`src/hdl/bdq_pkg.sv`:
```
`default_nettype none
// ----------------------------------------------------------------------------
// bdq_pkg: shared types and constants of the bounded deque
// Operation and status codes, payload widths and the control bundles that
// pass between the controller and the datapath.
// ----------------------------------------------------------------------------
package bdq_pkg;

	localparam int VALUE_W = 32;
	localparam int OCC_W   = 5;

	typedef enum logic [1:0] {
		OP_PUSH_FRONT = 2'd0,
		OP_PUSH_REAR  = 2'd1,
		OP_POP_FRONT  = 2'd2,
		OP_POP_REAR   = 2'd3
	} op_t;

	typedef enum logic [1:0] {
		ST_DONE  = 2'd0,
		ST_EMPTY = 2'd1,
		ST_FULL  = 2'd2
	} status_t;

	// commands from controller to datapath
	typedef struct packed {
		logic push_front;
		logic push_rear;
		logic pop_front;
		logic pop_rear;
		logic rej_full;
		logic rej_empty;
		logic load_pop;
	} cmd_t;

	// status from datapath to controller
	typedef struct packed {
		logic full;
		logic empty;
	} flags_t;

endpackage
`default_nettype wire

```
`src/hdl/bdq_req_if.sv`:
```
`default_nettype none
// ----------------------------------------------------------------------------
// bdq_req_if: request channel of the bounded deque
// One word carries an operation code and the value to push.
// ----------------------------------------------------------------------------
interface bdq_req_if;
	logic                                  valid;
	logic                                  ready;
	bdq_pkg::op_t                          kind;
	logic signed [bdq_pkg::VALUE_W-1:0]    value;

	modport source (output valid, output kind, output value, input ready);
	modport sink (input valid, input kind, input value, output ready);
endinterface
`default_nettype wire

```
`src/hdl/bdq_rsp_if.sv`:
```
`default_nettype none
// ----------------------------------------------------------------------------
// bdq_rsp_if: response channel of the bounded deque
// One word carries the popped value, a status code and the occupancy.
// ----------------------------------------------------------------------------
interface bdq_rsp_if;
	logic                                  valid;
	logic                                  ready;
	logic signed [bdq_pkg::VALUE_W-1:0]    popped;
	bdq_pkg::status_t                      status;
	logic [bdq_pkg::OCC_W-1:0]             occupancy;

	modport source (output valid, output popped, output status, output occupancy,
		input ready);
	modport sink (input valid, input popped, input status, input occupancy,
		output ready);
endinterface
`default_nettype wire

```
`src/hdl/bdq_ctrl.sv`:
```
`default_nettype none
// ----------------------------------------------------------------------------
// bdq_ctrl: controller of the bounded deque
// Decodes each request word, sequences the store read of a pop and owns the
// response valid flag.
// ----------------------------------------------------------------------------
module bdq_ctrl (
	input  wire logic            clk,
	input  wire logic            arst_n,
	input  wire logic            req_valid,
	input  wire bdq_pkg::op_t    req_kind,
	output logic                 req_ready,
	output logic                 rsp_valid,
	input  wire logic            rsp_ready,
	input  wire bdq_pkg::flags_t flags,
	output bdq_pkg::cmd_t        cmd
);
	import bdq_pkg::*;

	typedef enum logic [1:0] {
		S_IDLE = 2'b01,
		S_READ = 2'b10
	} state_t;

	state_t state_q, state_d;
	logic   rsp_valid_q;
	logic   accept;
	logic   load;

	assign req_ready = (state_q == S_IDLE) && (!rsp_valid_q || rsp_ready);
	assign accept    = req_valid && req_ready;
	assign rsp_valid = rsp_valid_q;

	always_comb begin
		cmd     = '0;
		state_d = state_q;
		case (state_q)
			S_IDLE: begin
				if (accept) begin
					case (req_kind)
						OP_PUSH_FRONT: begin
							cmd.rej_full   = flags.full;
							cmd.push_front = !flags.full;
						end
						OP_PUSH_REAR: begin
							cmd.rej_full  = flags.full;
							cmd.push_rear = !flags.full;
						end
						OP_POP_FRONT: begin
							cmd.rej_empty = flags.empty;
							cmd.pop_front = !flags.empty;
						end
						OP_POP_REAR: begin
							cmd.rej_empty = flags.empty;
							cmd.pop_rear  = !flags.empty;
						end
						default: begin
							cmd = '0;
						end
					endcase
					if (cmd.pop_front || cmd.pop_rear) begin
						state_d = S_READ;
					end
				end
			end
			S_READ: begin
				// read data is registered: capture it now
				cmd.load_pop = 1'b1;
				state_d      = S_IDLE;
			end
			default: begin
				state_d = S_IDLE;
			end
		endcase
	end

	assign load = cmd.push_front || cmd.push_rear || cmd.rej_full ||
		cmd.rej_empty || cmd.load_pop;

	always_ff @(posedge clk or negedge arst_n) begin
		if (!arst_n) begin
			state_q     <= S_IDLE;
			rsp_valid_q <= 1'b0;
		end else begin
			state_q <= state_d;
			if (load) begin
				rsp_valid_q <= 1'b1;
			end else if (rsp_ready) begin
				rsp_valid_q <= 1'b0;
			end
		end
	end

endmodule
`default_nettype wire

```
`src/hdl/bdq_dpath.sv`:
```
`default_nettype none
// ----------------------------------------------------------------------------
// bdq_dpath: datapath of the bounded deque
// Ring store, front pointer, element count and the response word register.
// ----------------------------------------------------------------------------
module bdq_dpath #(
	parameter int DEPTH = 16
) (
	input  wire logic                            clk,
	input  wire logic                            arst_n,
	input  wire bdq_pkg::cmd_t                   cmd,
	input  wire logic signed [bdq_pkg::VALUE_W-1:0] value,
	output bdq_pkg::flags_t                      flags,
	output logic signed [bdq_pkg::VALUE_W-1:0]   popped,
	output bdq_pkg::status_t                     status,
	output logic [bdq_pkg::OCC_W-1:0]            occupancy
);
	import bdq_pkg::*;

	localparam int AW = $clog2(DEPTH);
	localparam int CW = $clog2(DEPTH + 1);
	localparam int SW = $clog2(2 * DEPTH);

	logic [VALUE_W-1:0] mem [DEPTH];
	logic [VALUE_W-1:0] rd_data_q;

	logic [AW-1:0] front_q;
	logic [CW-1:0] held_q;

	logic [AW-1:0] front_dec, front_inc;
	logic [SW-1:0] rear_sum, rear_last_sum;
	logic [SW-1:0] rear_wrap, rear_last_wrap;
	logic [AW-1:0] wr_addr, rd_addr;
	logic          wr_en, rd_en;

	logic signed [VALUE_W-1:0] popped_q;
	status_t                   status_q;
	logic [OCC_W-1:0]          occ_q;

	assign flags.full  = (held_q == CW'(DEPTH));
	assign flags.empty = (held_q == '0);

	assign front_dec = (front_q == '0) ? AW'(DEPTH - 1) : front_q - AW'(1);
	assign front_inc = (front_q == AW'(DEPTH - 1)) ? '0 : front_q + AW'(1);

	// front + held stays below twice the depth: one conditional subtract wraps it
	assign rear_sum       = SW'(front_q) + SW'(held_q);
	assign rear_last_sum  = rear_sum - SW'(1);
	assign rear_wrap      = (rear_sum >= SW'(DEPTH)) ? rear_sum - SW'(DEPTH) : rear_sum;
	assign rear_last_wrap = (rear_last_sum >= SW'(DEPTH)) ?
		rear_last_sum - SW'(DEPTH) : rear_last_sum;

	assign wr_en   = cmd.push_front || cmd.push_rear;
	assign rd_en   = cmd.pop_front || cmd.pop_rear;
	assign wr_addr = cmd.push_front ? front_dec : rear_wrap[AW-1:0];
	assign rd_addr = cmd.pop_front ? front_q : rear_last_wrap[AW-1:0];

	always_ff @(posedge clk) begin
		if (wr_en) begin
			mem[wr_addr] <= value;
		end
		if (rd_en) begin
			rd_data_q <= mem[rd_addr];
		end
	end

	always_ff @(posedge clk or negedge arst_n) begin
		if (!arst_n) begin
			front_q <= '0;
			held_q  <= '0;
		end else begin
			if (cmd.push_front) begin
				front_q <= front_dec;
			end else if (cmd.pop_front) begin
				front_q <= front_inc;
			end
			if (wr_en) begin
				held_q <= held_q + CW'(1);
			end else if (rd_en) begin
				held_q <= held_q - CW'(1);
			end
		end
	end

	always_ff @(posedge clk) begin
		if (wr_en) begin
			popped_q <= '0;
			status_q <= ST_DONE;
			occ_q    <= OCC_W'(held_q + CW'(1));
		end else if (cmd.rej_full) begin
			popped_q <= '0;
			status_q <= ST_FULL;
			occ_q    <= OCC_W'(held_q);
		end else if (cmd.rej_empty) begin
			popped_q <= '0;
			status_q <= ST_EMPTY;
			occ_q    <= OCC_W'(held_q);
		end else if (cmd.load_pop) begin
			// count was already decremented when the read was issued
			popped_q <= rd_data_q;
			status_q <= ST_DONE;
			occ_q    <= OCC_W'(held_q);
		end
	end

	assign popped    = popped_q;
	assign status    = status_q;
	assign occupancy = occ_q;

endmodule
`default_nettype wire

```
`src/hdl/bounded_deque.sv`:
```
`default_nettype none
// ----------------------------------------------------------------------------
// bounded_deque: double-ended queue of signed 32-bit words
// Ring store of DEPTH entries with a controller and a datapath.
// ----------------------------------------------------------------------------
// Usage:
//   req carries one operation per word: push front, push rear, pop front or
//   pop rear, with the value to push. rsp returns exactly one word for each
//   request: the popped value (zero otherwise), a status (done, pop on empty,
//   push on full) and the number of words held afterwards.
//   A push or a refused operation shows its response in the cycle after
//   acceptance; a successful pop first passes through the registered read of
//   the ring store and then through the response register.
//   Throughput: one push per cycle while rsp is drained each cycle; a pop
//   blocks further requests while its store read is in progress.
//   req.ready is high when the controller is idle and the response register
//   is empty or being taken in the same cycle. A stalled rsp holds its word
//   and blocks further requests until it is taken.
//   Reset (arst_n low) empties the queue and drops any pending response; the
//   store contents are not cleared and need no clearing pass.
// ----------------------------------------------------------------------------
module bounded_deque #(
	parameter int DEPTH = 16
) (
	input wire logic  clk,
	input wire logic  arst_n,
	bdq_req_if.sink   req,
	bdq_rsp_if.source rsp
);
	import bdq_pkg::*;

	cmd_t   cmd;
	flags_t flags;

	bdq_ctrl u_ctrl (
		.clk       (clk),
		.arst_n    (arst_n),
		.req_valid (req.valid),
		.req_kind  (req.kind),
		.req_ready (req.ready),
		.rsp_valid (rsp.valid),
		.rsp_ready (rsp.ready),
		.flags     (flags),
		.cmd       (cmd)
	);

	bdq_dpath #(
		.DEPTH (DEPTH)
	) u_dpath (
		.clk       (clk),
		.arst_n    (arst_n),
		.cmd       (cmd),
		.value     (req.value),
		.flags     (flags),
		.popped    (rsp.popped),
		.status    (rsp.status),
		.occupancy (rsp.occupancy)
	);

endmodule
`default_nettype wire

```
`src/flat_wrapper.sv`:
```
// flat-port wrapper written by rule: the top's interface ports become plain ports
module bounded_deque_flat import bdq_pkg::*;
#(
	parameter int DEPTH = 16
)
  (clk, arst_n, req_valid, req_kind, req_value, req_ready, rsp_valid, rsp_popped, rsp_status, rsp_occupancy, rsp_ready);
  bdq_req_if req_i ();
  bdq_rsp_if rsp_i ();
  input wire logic clk;
  input wire logic arst_n;
  input wire logic [$bits(req_i.valid)-1:0] req_valid;
  input wire logic [$bits(req_i.kind)-1:0] req_kind;
  input wire logic [$bits(req_i.value)-1:0] req_value;
  output wire logic [$bits(req_i.ready)-1:0] req_ready;
  output wire logic [$bits(rsp_i.valid)-1:0] rsp_valid;
  output wire logic [$bits(rsp_i.popped)-1:0] rsp_popped;
  output wire logic [$bits(rsp_i.status)-1:0] rsp_status;
  output wire logic [$bits(rsp_i.occupancy)-1:0] rsp_occupancy;
  input wire logic [$bits(rsp_i.ready)-1:0] rsp_ready;
  assign req_i.valid = req_valid;
  assign req_i.kind = req_kind;
  assign req_i.value = req_value;
  assign req_ready = req_i.ready;
  assign rsp_valid = rsp_i.valid;
  assign rsp_popped = rsp_i.popped;
  assign rsp_status = rsp_i.status;
  assign rsp_occupancy = rsp_i.occupancy;
  assign rsp_i.ready = rsp_ready;
  bounded_deque #(.DEPTH(DEPTH)) u_core (.clk(clk), .arst_n(arst_n), .req(req_i), .rsp(rsp_i));
endmodule
```
`config.mk`:
```
export PLATFORM = sky130hd
export DESIGN_NAME = bounded_deque_flat
export DESIGN_NICKNAME = d
export VERILOG_FILES = /design/src/hdl/bdq_pkg.sv /design/src/hdl/bdq_req_if.sv /design/src/hdl/bdq_rsp_if.sv /design/src/hdl/bdq_ctrl.sv /design/src/hdl/bdq_dpath.sv /design/src/hdl/bounded_deque.sv /design/src/flat_wrapper.sv
export SDC_FILE = /design/constraint.sdc
export NUM_CORES = 1
export LEC_CHECK = 0
export ABC_AREA = 1
export BUFFER_PORTS_ARGS = -buffer_cell sky130_fd_sc_hd__buf_2
export CORE_MARGIN = 3
export CORE_UTILIZATION = 30
export CTS_CLUSTER_SIZE = 24
export DETAILED_ROUTE_END_ITERATION = 6
export MAX_ROUTING_LAYER = met4
export PLACE_DENSITY_LB_ADDON = 0.1
export SETUP_SLACK_MARGIN = 0.4
export SYNTH_ARGS = -nofsm -noshare
export SYNTH_HDL_FRONTEND = slang
export SYNTH_HIERARCHICAL = 1
export SYNTH_SLANG_ARGS = --single-unit
```
`constraint.sdc`:
```
create_clock -name clk -period 10.2 [get_ports clk]
set_clock_uncertainty 0.2 [all_clocks]
set_input_delay 0.51 -clock clk [delete_from_list [all_inputs] [get_ports clk]]
set_output_delay 0.51 -clock clk [all_outputs]
set_load 0.01 [all_outputs]
```
==> metrics.txt, run 1 <==
# TYPE chip_impl_metric gauge
chip_impl_info{name="ys_dominant_reg_cell",value="sky130_fd_sc_hd__edfxtp_1"} 1
chip_impl_metric{name="final_min_period_over_clock_period",unit="%"} 48.76
chip_impl_info{name="slowest_stage",value="sky130_fd_sc_hd__buf_4"} 1
chip_impl_metric{name="postSynthRegisterBits",unit=""} 595
chip_impl_metric{name="cts_sinks",unit=""} 595
chip_impl_metric{name="grt_pass1_vias",unit=""} 17000
chip_impl_metric{name="cp.arrival",unit="ps"} 5100
chip_impl_info{name="cts_root_buf",value="sky130_fd_sc_hd__clkbuf_16"} 1
chip_impl_metric{name="clk-insertion-delay-late",unit="ps"} 600
chip_impl_info{name="worstSetupEndpointType",value="flop"} 1
chip_impl_metric{name="grt_max_degree",unit=""} 130
chip_impl_metric{name="drtPass1Iterations",unit=""} 5
chip_impl_metric{name="nNetsFinal",unit=""} 2844
chip_impl_info{name="worstSetupStartpointType",value="flop"} 1
chip_impl_metric{name="detailed_place.area",unit="um2"} 27940
chip_impl_metric{name="initial_antenna_violation_count",unit=""} 4
chip_impl_metric{name="clock_tree.htree_level_count",unit=""} 3
chip_impl_metric{name="routed_wl",unit="um"} 74630
chip_impl_metric{name="yosysWarningCount",unit=""} 6
chip_impl_metric{name="place_congestion",unit=""} 0.7459
chip_impl_metric{name="setup_violations",unit=""} 0
chip_impl_metric{name="synth.yosys.seq_area_share",unit="%"} 66.35
chip_impl_metric{name="grt_first_pass_wirelength",unit="um"} 111100
chip_impl_metric{name="drive_gt1_share",unit="%"} 9.190
chip_impl_metric{name="setup_total_negative_slack",unit="ps"} 0
chip_impl_metric{name="asyncSetResetFlopFracSynth",unit="%"} 2.017
chip_impl_info{name="path_class",value="flop to flop"} 1
chip_impl_metric{name="post-dp-hpwl",unit="um"} 35670
chip_impl_metric{name="tritoncts.num_buffers",unit=""} 71
chip_impl_info{name="critical-path-top-cell-by-count",value="sky130_fd_sc_hd__nand2_1"} 1
chip_impl_metric{name="worst-endpoint-required",unit="ps"} 10320
chip_impl_metric{name="drv_slew",unit=""} 0
chip_impl_metric{name="synth_enable_flop_cells",unit=""} 549
chip_impl_metric{name="synth.avg_cell_area",unit="um2"} 9.654
chip_impl_metric{name="syn_to_final_growth",unit="%"} 15.18
chip_impl_metric{name="via_per_inst",unit=""} 4.382
chip_impl_metric{name="maxSlewHeadroom",unit="%"} 18.70
chip_impl_metric{name="finish.instance_area",unit="um2"} 30320
chip_impl_metric{name="count_of_endpoints_failing_hold_in_the_final_timing_report",unit=""} 0
chip_impl_metric{name="drtIter0Drc",unit=""} 1195
chip_impl_metric{name="timing.final.crit_period",unit="ps"} 4973
chip_impl_info{name="cts_tree",value="done"} 1
chip_impl_metric{name="max_cap_violations",unit=""} 0
chip_impl_info{name="worstHoldPathType",value="input pin to flop"} 1
chip_impl_metric{name="wire_per_inst",unit="um"} 18.62
chip_impl_metric{name="start_util",unit="%"} 30.30
chip_impl_metric{name="die_height",unit="um"} 302.2
chip_impl_metric{name="row_count",unit=""} 108
chip_impl_metric{name="clock_path_buffers",unit=""} 3
chip_impl_metric{name="clk_pin_slew_worst_paths",unit="ps"} 60
chip_impl_metric{name="max_stage_delay",unit="ps"} 960
chip_impl_metric{name="io-pin-count",unit=""} 79
chip_impl_metric{name="netlist_instances",unit=""} 2727
chip_impl_metric{name="route.antenna.remaining_nets",unit=""} 0
chip_impl_info{name="rsz_0062_raised_after_global_routing",value="false"} 1
chip_impl_metric{name="max_slew.worst_pin.slew",unit="ps"} 1219
chip_impl_info{name="status",value="finished, final reports clean"} 1
chip_impl_metric{name="die_width",unit="um"} 302.2
chip_impl_metric{name="globalRouteTotalUtil",unit="%"} 17.04
chip_impl_metric{name="post-cts-setup-buffers",unit=""} 0
chip_impl_metric{name="synthDistinctLibCells",unit=""} 36
chip_impl_info{name="cell_family_with_the_largest_share_of_critical_path_delay",value="buffers and inverters"} 1
chip_impl_metric{name="fmax",unit="GHz"} 0.2011
chip_impl_metric{name="reg2reg_slack",unit="ps"} 5230
chip_impl_metric{name="grt_overflow",unit=""} 0
chip_impl_metric{name="via_count",unit=""} 17570
chip_impl_metric{name="synth.cell_area",unit="um2"} 26330
chip_impl_metric{name="buffer_ports.inserted",unit=""} 78
chip_impl_metric{name="postLayoutCoreUtil",unit="%"} 34.90
chip_impl_info{name="cells_along_the_critical_path",value="inv_1 -> ha_1 -> nand2_1 -> nor2_1 -> inv_1 -> nand2_1 -> inv_1 -> nand2_1 -> nor2_2 -> nand2_1 -> o21ai_4 -> buf_4 -> buf_4 -> nand2_1 -> nand3_1 -> nand2_1 -> nand2_1 -> nand2_1 -> nand2_1 -> nand2_1"} 1
chip_impl_metric{name="path_buf_inv",unit=""} 5
chip_impl_metric{name="design.core.area",unit="um2"} 86890
chip_impl_metric{name="synth.net_count",unit=""} 2777
chip_impl_metric{name="die_area",unit="um2"} 91340
chip_impl_metric{name="timing.critical_path.fanout_max",unit=""} 91
chip_impl_metric{name="drt_drc_violations_left",unit=""} 0
-- Yosys cell counts (2+ instances only) --
cell type,instances,area share [%]
sky130_fd_sc_hd__or2_2,4,0.095
sky130_fd_sc_hd__a21oi_1,37,0.70
sky130_fd_sc_hd__buf_2,75,1.4
sky130_fd_sc_hd__ha_1,11,0.52
sky130_fd_sc_hd__o21ai_0,22,0.42
sky130_fd_sc_hd__nor2_1,36,0.51
sky130_fd_sc_hd__inv_1,548,7.8
sky130_fd_sc_hd__o211ai_1,3,0.086
sky130_fd_sc_hd__buf_4,27,0.77
sky130_fd_sc_hd__nor2_4,2,0.086
sky130_fd_sc_hd__a31oi_1,2,0.048
sky130_fd_sc_hd__xor2_1,2,0.067
sky130_fd_sc_hd__edfxtp_1,549,63
sky130_fd_sc_hd__nand3_1,273,5.2
sky130_fd_sc_hd__inv_2,2,0.029
sky130_fd_sc_hd__dfxtp_1,34,2.6
sky130_fd_sc_hd__dfrtp_1,11,1.0
sky130_fd_sc_hd__clkbuf_1,14,0.20
sky130_fd_sc_hd__nand2_1,1053,15
sky130_fd_sc_hd__nor2_2,6,0.14
-- cell families after synthesis --
| kind of cell | after synthesis | share of synthesized area, % |
|---|---|---|
| flops | 595 | 66.35 |
| xor+xnor | 3 | 0.09983 |
| simple gates | 1379 | 21.20 |
| buf+inv | 669 | 10.32 |
| compound gates | 69 | 1.431 |
| fa+ha+maj | 12 | 0.5989 |
-- cell usage in the layout, fill, tap and decap left out, types with 2 or more instances in the layout --
cell type and n:
sky130_fd_sc_hd__inv_1 546, sky130_fd_sc_hd__buf_4 30, sky130_fd_sc_hd__inv_4 2, sky130_fd_sc_hd__dfrtp_1 11, sky130_fd_sc_hd__clkinvlp_4 3, sky130_fd_sc_hd__a31oi_1 2, sky130_fd_sc_hd__o21ai_0 22, sky130_fd_sc_hd__o211ai_1 3
sky130_fd_sc_hd__inv_6 2, sky130_fd_sc_hd__or2_2 3, sky130_fd_sc_hd__clkbuf_1 15, sky130_fd_sc_hd__diode_2 3, sky130_fd_sc_hd__dlygate4sd3_1 2, sky130_fd_sc_hd__clkbuf_8 5, sky130_fd_sc_hd__dfxtp_1 34, sky130_fd_sc_hd__bufinv_16 8
sky130_fd_sc_hd__nand3_1 273, sky130_fd_sc_hd__nor2_2 6, sky130_fd_sc_hd__xor2_1 2, sky130_fd_sc_hd__nand2_1 1050, sky130_fd_sc_hd__nand2_4 2, sky130_fd_sc_hd__buf_2 78, sky130_fd_sc_hd__clkbuf_16 73, sky130_fd_sc_hd__o21ai_4 3
sky130_fd_sc_hd__nor2_4 19, sky130_fd_sc_hd__inv_2 3, sky130_fd_sc_hd__nor2_1 19, sky130_fd_sc_hd__edfxtp_1 549, sky130_fd_sc_hd__nand2_2 3, sky130_fd_sc_hd__a21oi_1 37, sky130_fd_sc_hd__ha_1 11, sky130_fd_sc_hd__clkinv_1 8
sky130_fd_sc_hd__clkinv_2 16
-- cell type report --
class                           count  area, um2
Sequential cell                   595      17470
Antenna cell                        3      7.507
Timing Repair Buffer              111      655.6
Clock buffer                       93       1952
Fill cell                        8757      56570
Inverter                          552       2077
Multi-Input combinational cell   1463       6310
Tap cell                         1155       1445
Clock inverter                     37      406.6
-- registers in the layout, indices dropped and copies added (netlist names) --
register                  flops
u_core/u_dpath/status         2
u_core/u_ctrl/state_q         2
u_core/u_dpath/held_q         5
u_core/u_dpath/occupancy      5
u_core/u_dpath/popped        32
u_core/u_ctrl/rsp_valid       1
u_core/u_dpath/rd_data_q     32
u_core/u_dpath/front_q        4
u_core/u_dpath/mem          512
-- metal layers --
layer / vias up / wire, um / GRT usage, %
met2: 291 / 35450 / 27.74
met5: - / 0 / -
met3: 116 / 2578 / 2.433
met1: 8510 / 34920 / 22.28
met4: 0 / 1687 / 4.730
li1: 8651 / - / -
-- worst paths after layout --
| path | startpoint | to | depth (start not counted) |
|---|---|---|---|
| min | req_value[10] | u_core/u_dpath/mem[9][10] | 1 |
| min reg2reg | u_core/u_dpath/popped[10] | u_core/u_dpath/popped[10] | 2 |
| max | u_core/u_dpath/held_q[0] | u_core/u_dpath/rd_data_q[10] | 20 |
| min in group asynchronous | arst_n | u_core/u_dpath/held_q[2] | 2 |
| max reg2reg | u_core/u_dpath/held_q[0] | u_core/u_dpath/rd_data_q[10] | 20 |
| max in group asynchronous | arst_n | u_core/u_ctrl/state_q[0] | 2 |
-- timing repair --
action                                  CTS  global route
endpoints found under the setup margin    0             0
gates resized for setup                   0             0
hold buffers                              2             0
hold endpoints to repair                 14             0
-- through the flow --
step                hold slack (ps)  std cells  worst slack [ps]
global placement              241.4       3874              5255
detailed placement            234.4       3874              5238
CTS                           51.58       4006              5235
floorplan                     14.41       2727              6236
global route                  61.77       4009              4762
finish                        95.58       4009              5227
Power of run 1 is left out: the tool's default activity adds up to more than one toggle a clock period on the data nets, which glitch-free logic cannot reach.
==> run 2, diff against run 1 <==
ABC_AREA = 0   (was 1)
clock period = 4.45 ns   (was 10.2 ns; I/O delays follow)
==> metrics.txt, run 2 <==
# TYPE chip_impl_metric gauge
chip_impl_metric{name="clock_tree.htree_level_count",unit=""} 3
chip_impl_info{name="cts_root_buf",value="sky130_fd_sc_hd__clkbuf_16"} 1
chip_impl_info{name="mostFrequentLayoutCell",value="sky130_fd_sc_hd__edfxtp_1"} 1
chip_impl_metric{name="cts_sinks",unit=""} 595
chip_impl_metric{name="postSynthRegisterBits",unit=""} 595
chip_impl_info{name="worstSetupStartpointType",value="flop"} 1
chip_impl_metric{name="clk_pin_slew_worst_paths",unit="ps"} 60
chip_impl_info{name="path_class",value="flop to flop"} 1
chip_impl_info{name="yosys-top-cells-count",value="549 x sky130_fd_sc_hd__edfxtp_1, 128 x sky130_fd_sc_hd__mux4_2, 65 x sky130_fd_sc_hd__o221ai_1"} 1
chip_impl_metric{name="cp.arrival",unit="ps"} 3920
chip_impl_metric{name="grt_pass1_vias",unit=""} 12760
chip_impl_metric{name="grt_overflow",unit=""} 0
chip_impl_metric{name="drtIter0Drc",unit=""} 818
chip_impl_metric{name="syn_to_final_growth",unit="%"} 20.94
chip_impl_info{name="synth_area_leader_cell",value="sky130_fd_sc_hd__edfxtp_1"} 1
chip_impl_metric{name="synth.net_count",unit=""} 1228
chip_impl_metric{name="nNetsFinal",unit=""} 1400
chip_impl_metric{name="tritoncts.num_buffers",unit=""} 68
chip_impl_info{name="worstSetupEndpointType",value="flop"} 1
chip_impl_metric{name="max_slew.worst_pin.slew",unit="ps"} 654.8
chip_impl_metric{name="count_of_endpoints_failing_hold_in_the_final_timing_report",unit=""} 0
chip_impl_metric{name="use_met2",unit="%"} 25.77
chip_impl_metric{name="grt_first_pass_wirelength",unit="um"} 95990
chip_impl_metric{name="design.core.area",unit="um2"} 77590
chip_impl_metric{name="die_width",unit="um"} 286.0
chip_impl_metric{name="clk-insertion-delay-late",unit="ps"} 600
chip_impl_metric{name="drive_gt1_share",unit="%"} 29.77
chip_impl_metric{name="initial_antenna_violation_count",unit=""} 2
chip_impl_metric{name="worst-endpoint-required",unit="ps"} 4570
chip_impl_metric{name="maxSlewHeadroom",unit="%"} 56.24
chip_impl_metric{name="synth.cell_area",unit="um2"} 23520
chip_impl_metric{name="drt_drc_violations_left",unit=""} 0
chip_impl_info{name="largest_register",value="u_core/u_dpath/mem"} 1
chip_impl_metric{name="globalRouteTotalUtil",unit="%"} 16.98
chip_impl_metric{name="fmax",unit="GHz"} 0.2627
chip_impl_metric{name="largest_register_ff_count",unit=""} 512
chip_impl_metric{name="timing.final.crit_period",unit="ps"} 3807
chip_impl_info{name="globalRoute.busiestLayer",value="met2"} 1
chip_impl_metric{name="io-pin-count",unit=""} 79
chip_impl_metric{name="asyncSetResetFlopFracSynth",unit="%"} 2.017
chip_impl_metric{name="fill_cells",unit=""} 7225
chip_impl_info{name="worstHoldPathType",value="flop to flop"} 1
chip_impl_metric{name="synth_enable_flop_cells",unit=""} 549
chip_impl_info{name="status",value="finished, final reports clean"} 1
chip_impl_metric{name="route.antenna.remaining_nets",unit=""} 0
chip_impl_metric{name="place_congestion",unit=""} 0.7414
chip_impl_info{name="cts_tree",value="done"} 1
chip_impl_info{name="rsz_0062_raised_after_global_routing",value="false"} 1
chip_impl_metric{name="via_count",unit=""} 12560
chip_impl_metric{name="global_route.usage.met1",unit="%"} 23.51
chip_impl_metric{name="die_area",unit="um2"} 81800
chip_impl_metric{name="grt_max_degree",unit=""} 51
chip_impl_metric{name="final_min_period_over_clock_period",unit="%"} 85.56
chip_impl_metric{name="setup_total_negative_slack",unit="ps"} 0
chip_impl_metric{name="clock_path_buffers",unit=""} 3
chip_impl_metric{name="max_cap_violations",unit=""} 0
chip_impl_metric{name="via_per_inst",unit=""} 5.136
chip_impl_metric{name="synthDistinctLibCells",unit=""} 59
chip_impl_metric{name="row_count",unit=""} 102
chip_impl_metric{name="drtPass1Iterations",unit=""} 4
chip_impl_metric{name="timing.critical_path.fanout_max",unit=""} 41
chip_impl_metric{name="setup_violations",unit=""} 0
chip_impl_metric{name="yosysWarningCount",unit=""} 6
chip_impl_info{name="ys_dominant_reg_cell",value="sky130_fd_sc_hd__edfxtp_1"} 1
chip_impl_info{name="synthTopCellsByArea",value="sky130_fd_sc_hd__edfxtp_1 70%, sky130_fd_sc_hd__mux4_2 12%, sky130_fd_sc_hd__dfxtp_1 2.9%"} 1
chip_impl_metric{name="drv_slew",unit=""} 0
chip_impl_metric{name="post-cts-setup-buffers",unit=""} 0
chip_impl_metric{name="routed_wl",unit="um"} 66810
chip_impl_metric{name="netlist_instances",unit=""} 1178
chip_impl_metric{name="start_util",unit="%"} 30.31
chip_impl_metric{name="synth.avg_cell_area",unit="um2"} 19.97
chip_impl_metric{name="wire_per_inst",unit="um"} 27.31
chip_impl_metric{name="die_height",unit="um"} 286.0
chip_impl_metric{name="synth.yosys.seq_area_share",unit="%"} 74.26
chip_impl_metric{name="post-dp-hpwl",unit="um"} 36650
chip_impl_info{name="layout_common_cells",value="549 x sky130_fd_sc_hd__edfxtp_1, 128 x sky130_fd_sc_hd__mux4_2, 78 x sky130_fd_sc_hd__buf_2"} 1
chip_impl_metric{name="grtUsageMet3",unit="%"} 3.052
chip_impl_metric{name="buffer_ports.inserted",unit=""} 78
chip_impl_metric{name="yosys.area.top_type_share",unit="%"} 70.09
chip_impl_info{name="synthMostInstantiatedCell",value="sky130_fd_sc_hd__edfxtp_1"} 1
run 2: stage by stage:
step | util, % | cell area, um2 | setup WS [ps] | hold WS, ps | cells
6_report | 36.66 | 28450 | 642.8 | 285.3 | 2446
5_1_grt | 36.66 | 28450 | 507.9 | 309.3 | 2446
4_1_cts | 36.65 | 28440 | 592.0 | 289.8 | 2444
3_5_place_dp | 33.28 | 25820 | 632.6 | -58.49 | 2279
3_3_place_gp | 33.28 | 25820 | 682.2 | -54.56 | 2279
2_1_floorplan | - | 23520 | 366.2 | -273.1 | 1178
run 2: metal layers:
layer / up-vias / routed length, um / part of all wire, %
met5: - / 0 / 0
met4: 0 / 1462 / 2.2
met2: 357 / 31200 / 47
met3: 80 / 3279 / 4.9
li1: 5304 / - / -
met1: 6822 / 30870 / 46
run 2: kinds of logic after synthesis:
logic type / after synthesis / synth area share, %
adder cells (fa/ha/maj): 12 / 0.6702
multiplexers: 163 / 13.76
XOR/XNOR: 14 / 0.6756
AND/OR/NAND/NOR: 142 / 3.005
AO/OA/AOI/OAI: 160 / 5.202
flip-flops: 595 / 74.26
buffers and inverters: 92 / 2.426
run 2: path summary, 6_finish.rpt:
| check | slack (ps) | endpoint | start | cells past startpoint |
|---|---|---|---|---|
| min | 290 | u_core/u_dpath/popped[22] | u_core/u_dpath/rd_data_q[22] | 2 |
| max in group asynchronous | 2570 | u_core/u_dpath/front_q[1] | arst_n | 4 |
| max reg2reg | 640 | u_core/u_dpath/rd_data_q[10] | u_core/u_dpath/front_q[0] | 10 |
| min in group asynchronous | 460 | u_core/u_ctrl/state_q[0] | arst_n | 3 |
| min reg2reg | 290 | u_core/u_dpath/popped[22] | u_core/u_dpath/rd_data_q[22] | 2 |
| max | 640 | u_core/u_dpath/rd_data_q[10] | u_core/u_dpath/front_q[0] | 10 |
run 2: layout make-up:
| class | instances | area [um2] | area share [%] |
|---|---|---|---|
| diodes | 2 | 5.005 | 0.01759 |
| inverters | 14 | 55.05 | 0.1935 |
| well taps | 1040 | 1301 | 4.574 |
| clock inverters | 46 | 410.4 | 1.443 |
| flip-flops and latches | 595 | 17470 | 61.40 |
| multi-input cells | 491 | 5682 | 19.97 |
| clock buffers | 78 | 1792 | 6.298 |
| repair buffers | 180 | 1734 | 6.096 |
run 2: repair_timing:
| action | CTS | global route |
|---|---|---|
| hold buffers | 41 | 0 |
| hold endpoints to repair | 531 | 0 |
| gates resized for setup | 0 | 1 |
| endpoints found under the setup margin | 0 | 10 |
run 2: critical path, cell delays in order, from the launching register on:
cell and delay (ps):
sky130_fd_sc_hd__dfrtp_1 520, sky130_fd_sc_hd__ha_1 300, sky130_fd_sc_hd__fa_1 590, sky130_fd_sc_hd__inv_1 70
sky130_fd_sc_hd__ha_1 320, sky130_fd_sc_hd__mux2i_4 190, sky130_fd_sc_hd__buf_12 290, sky130_fd_sc_hd__buf_12 310
sky130_fd_sc_hd__mux4_2 390, sky130_fd_sc_hd__o221ai_1 200, sky130_fd_sc_hd__a32oi_1 100
Power of run 2 is left out for the same reason.
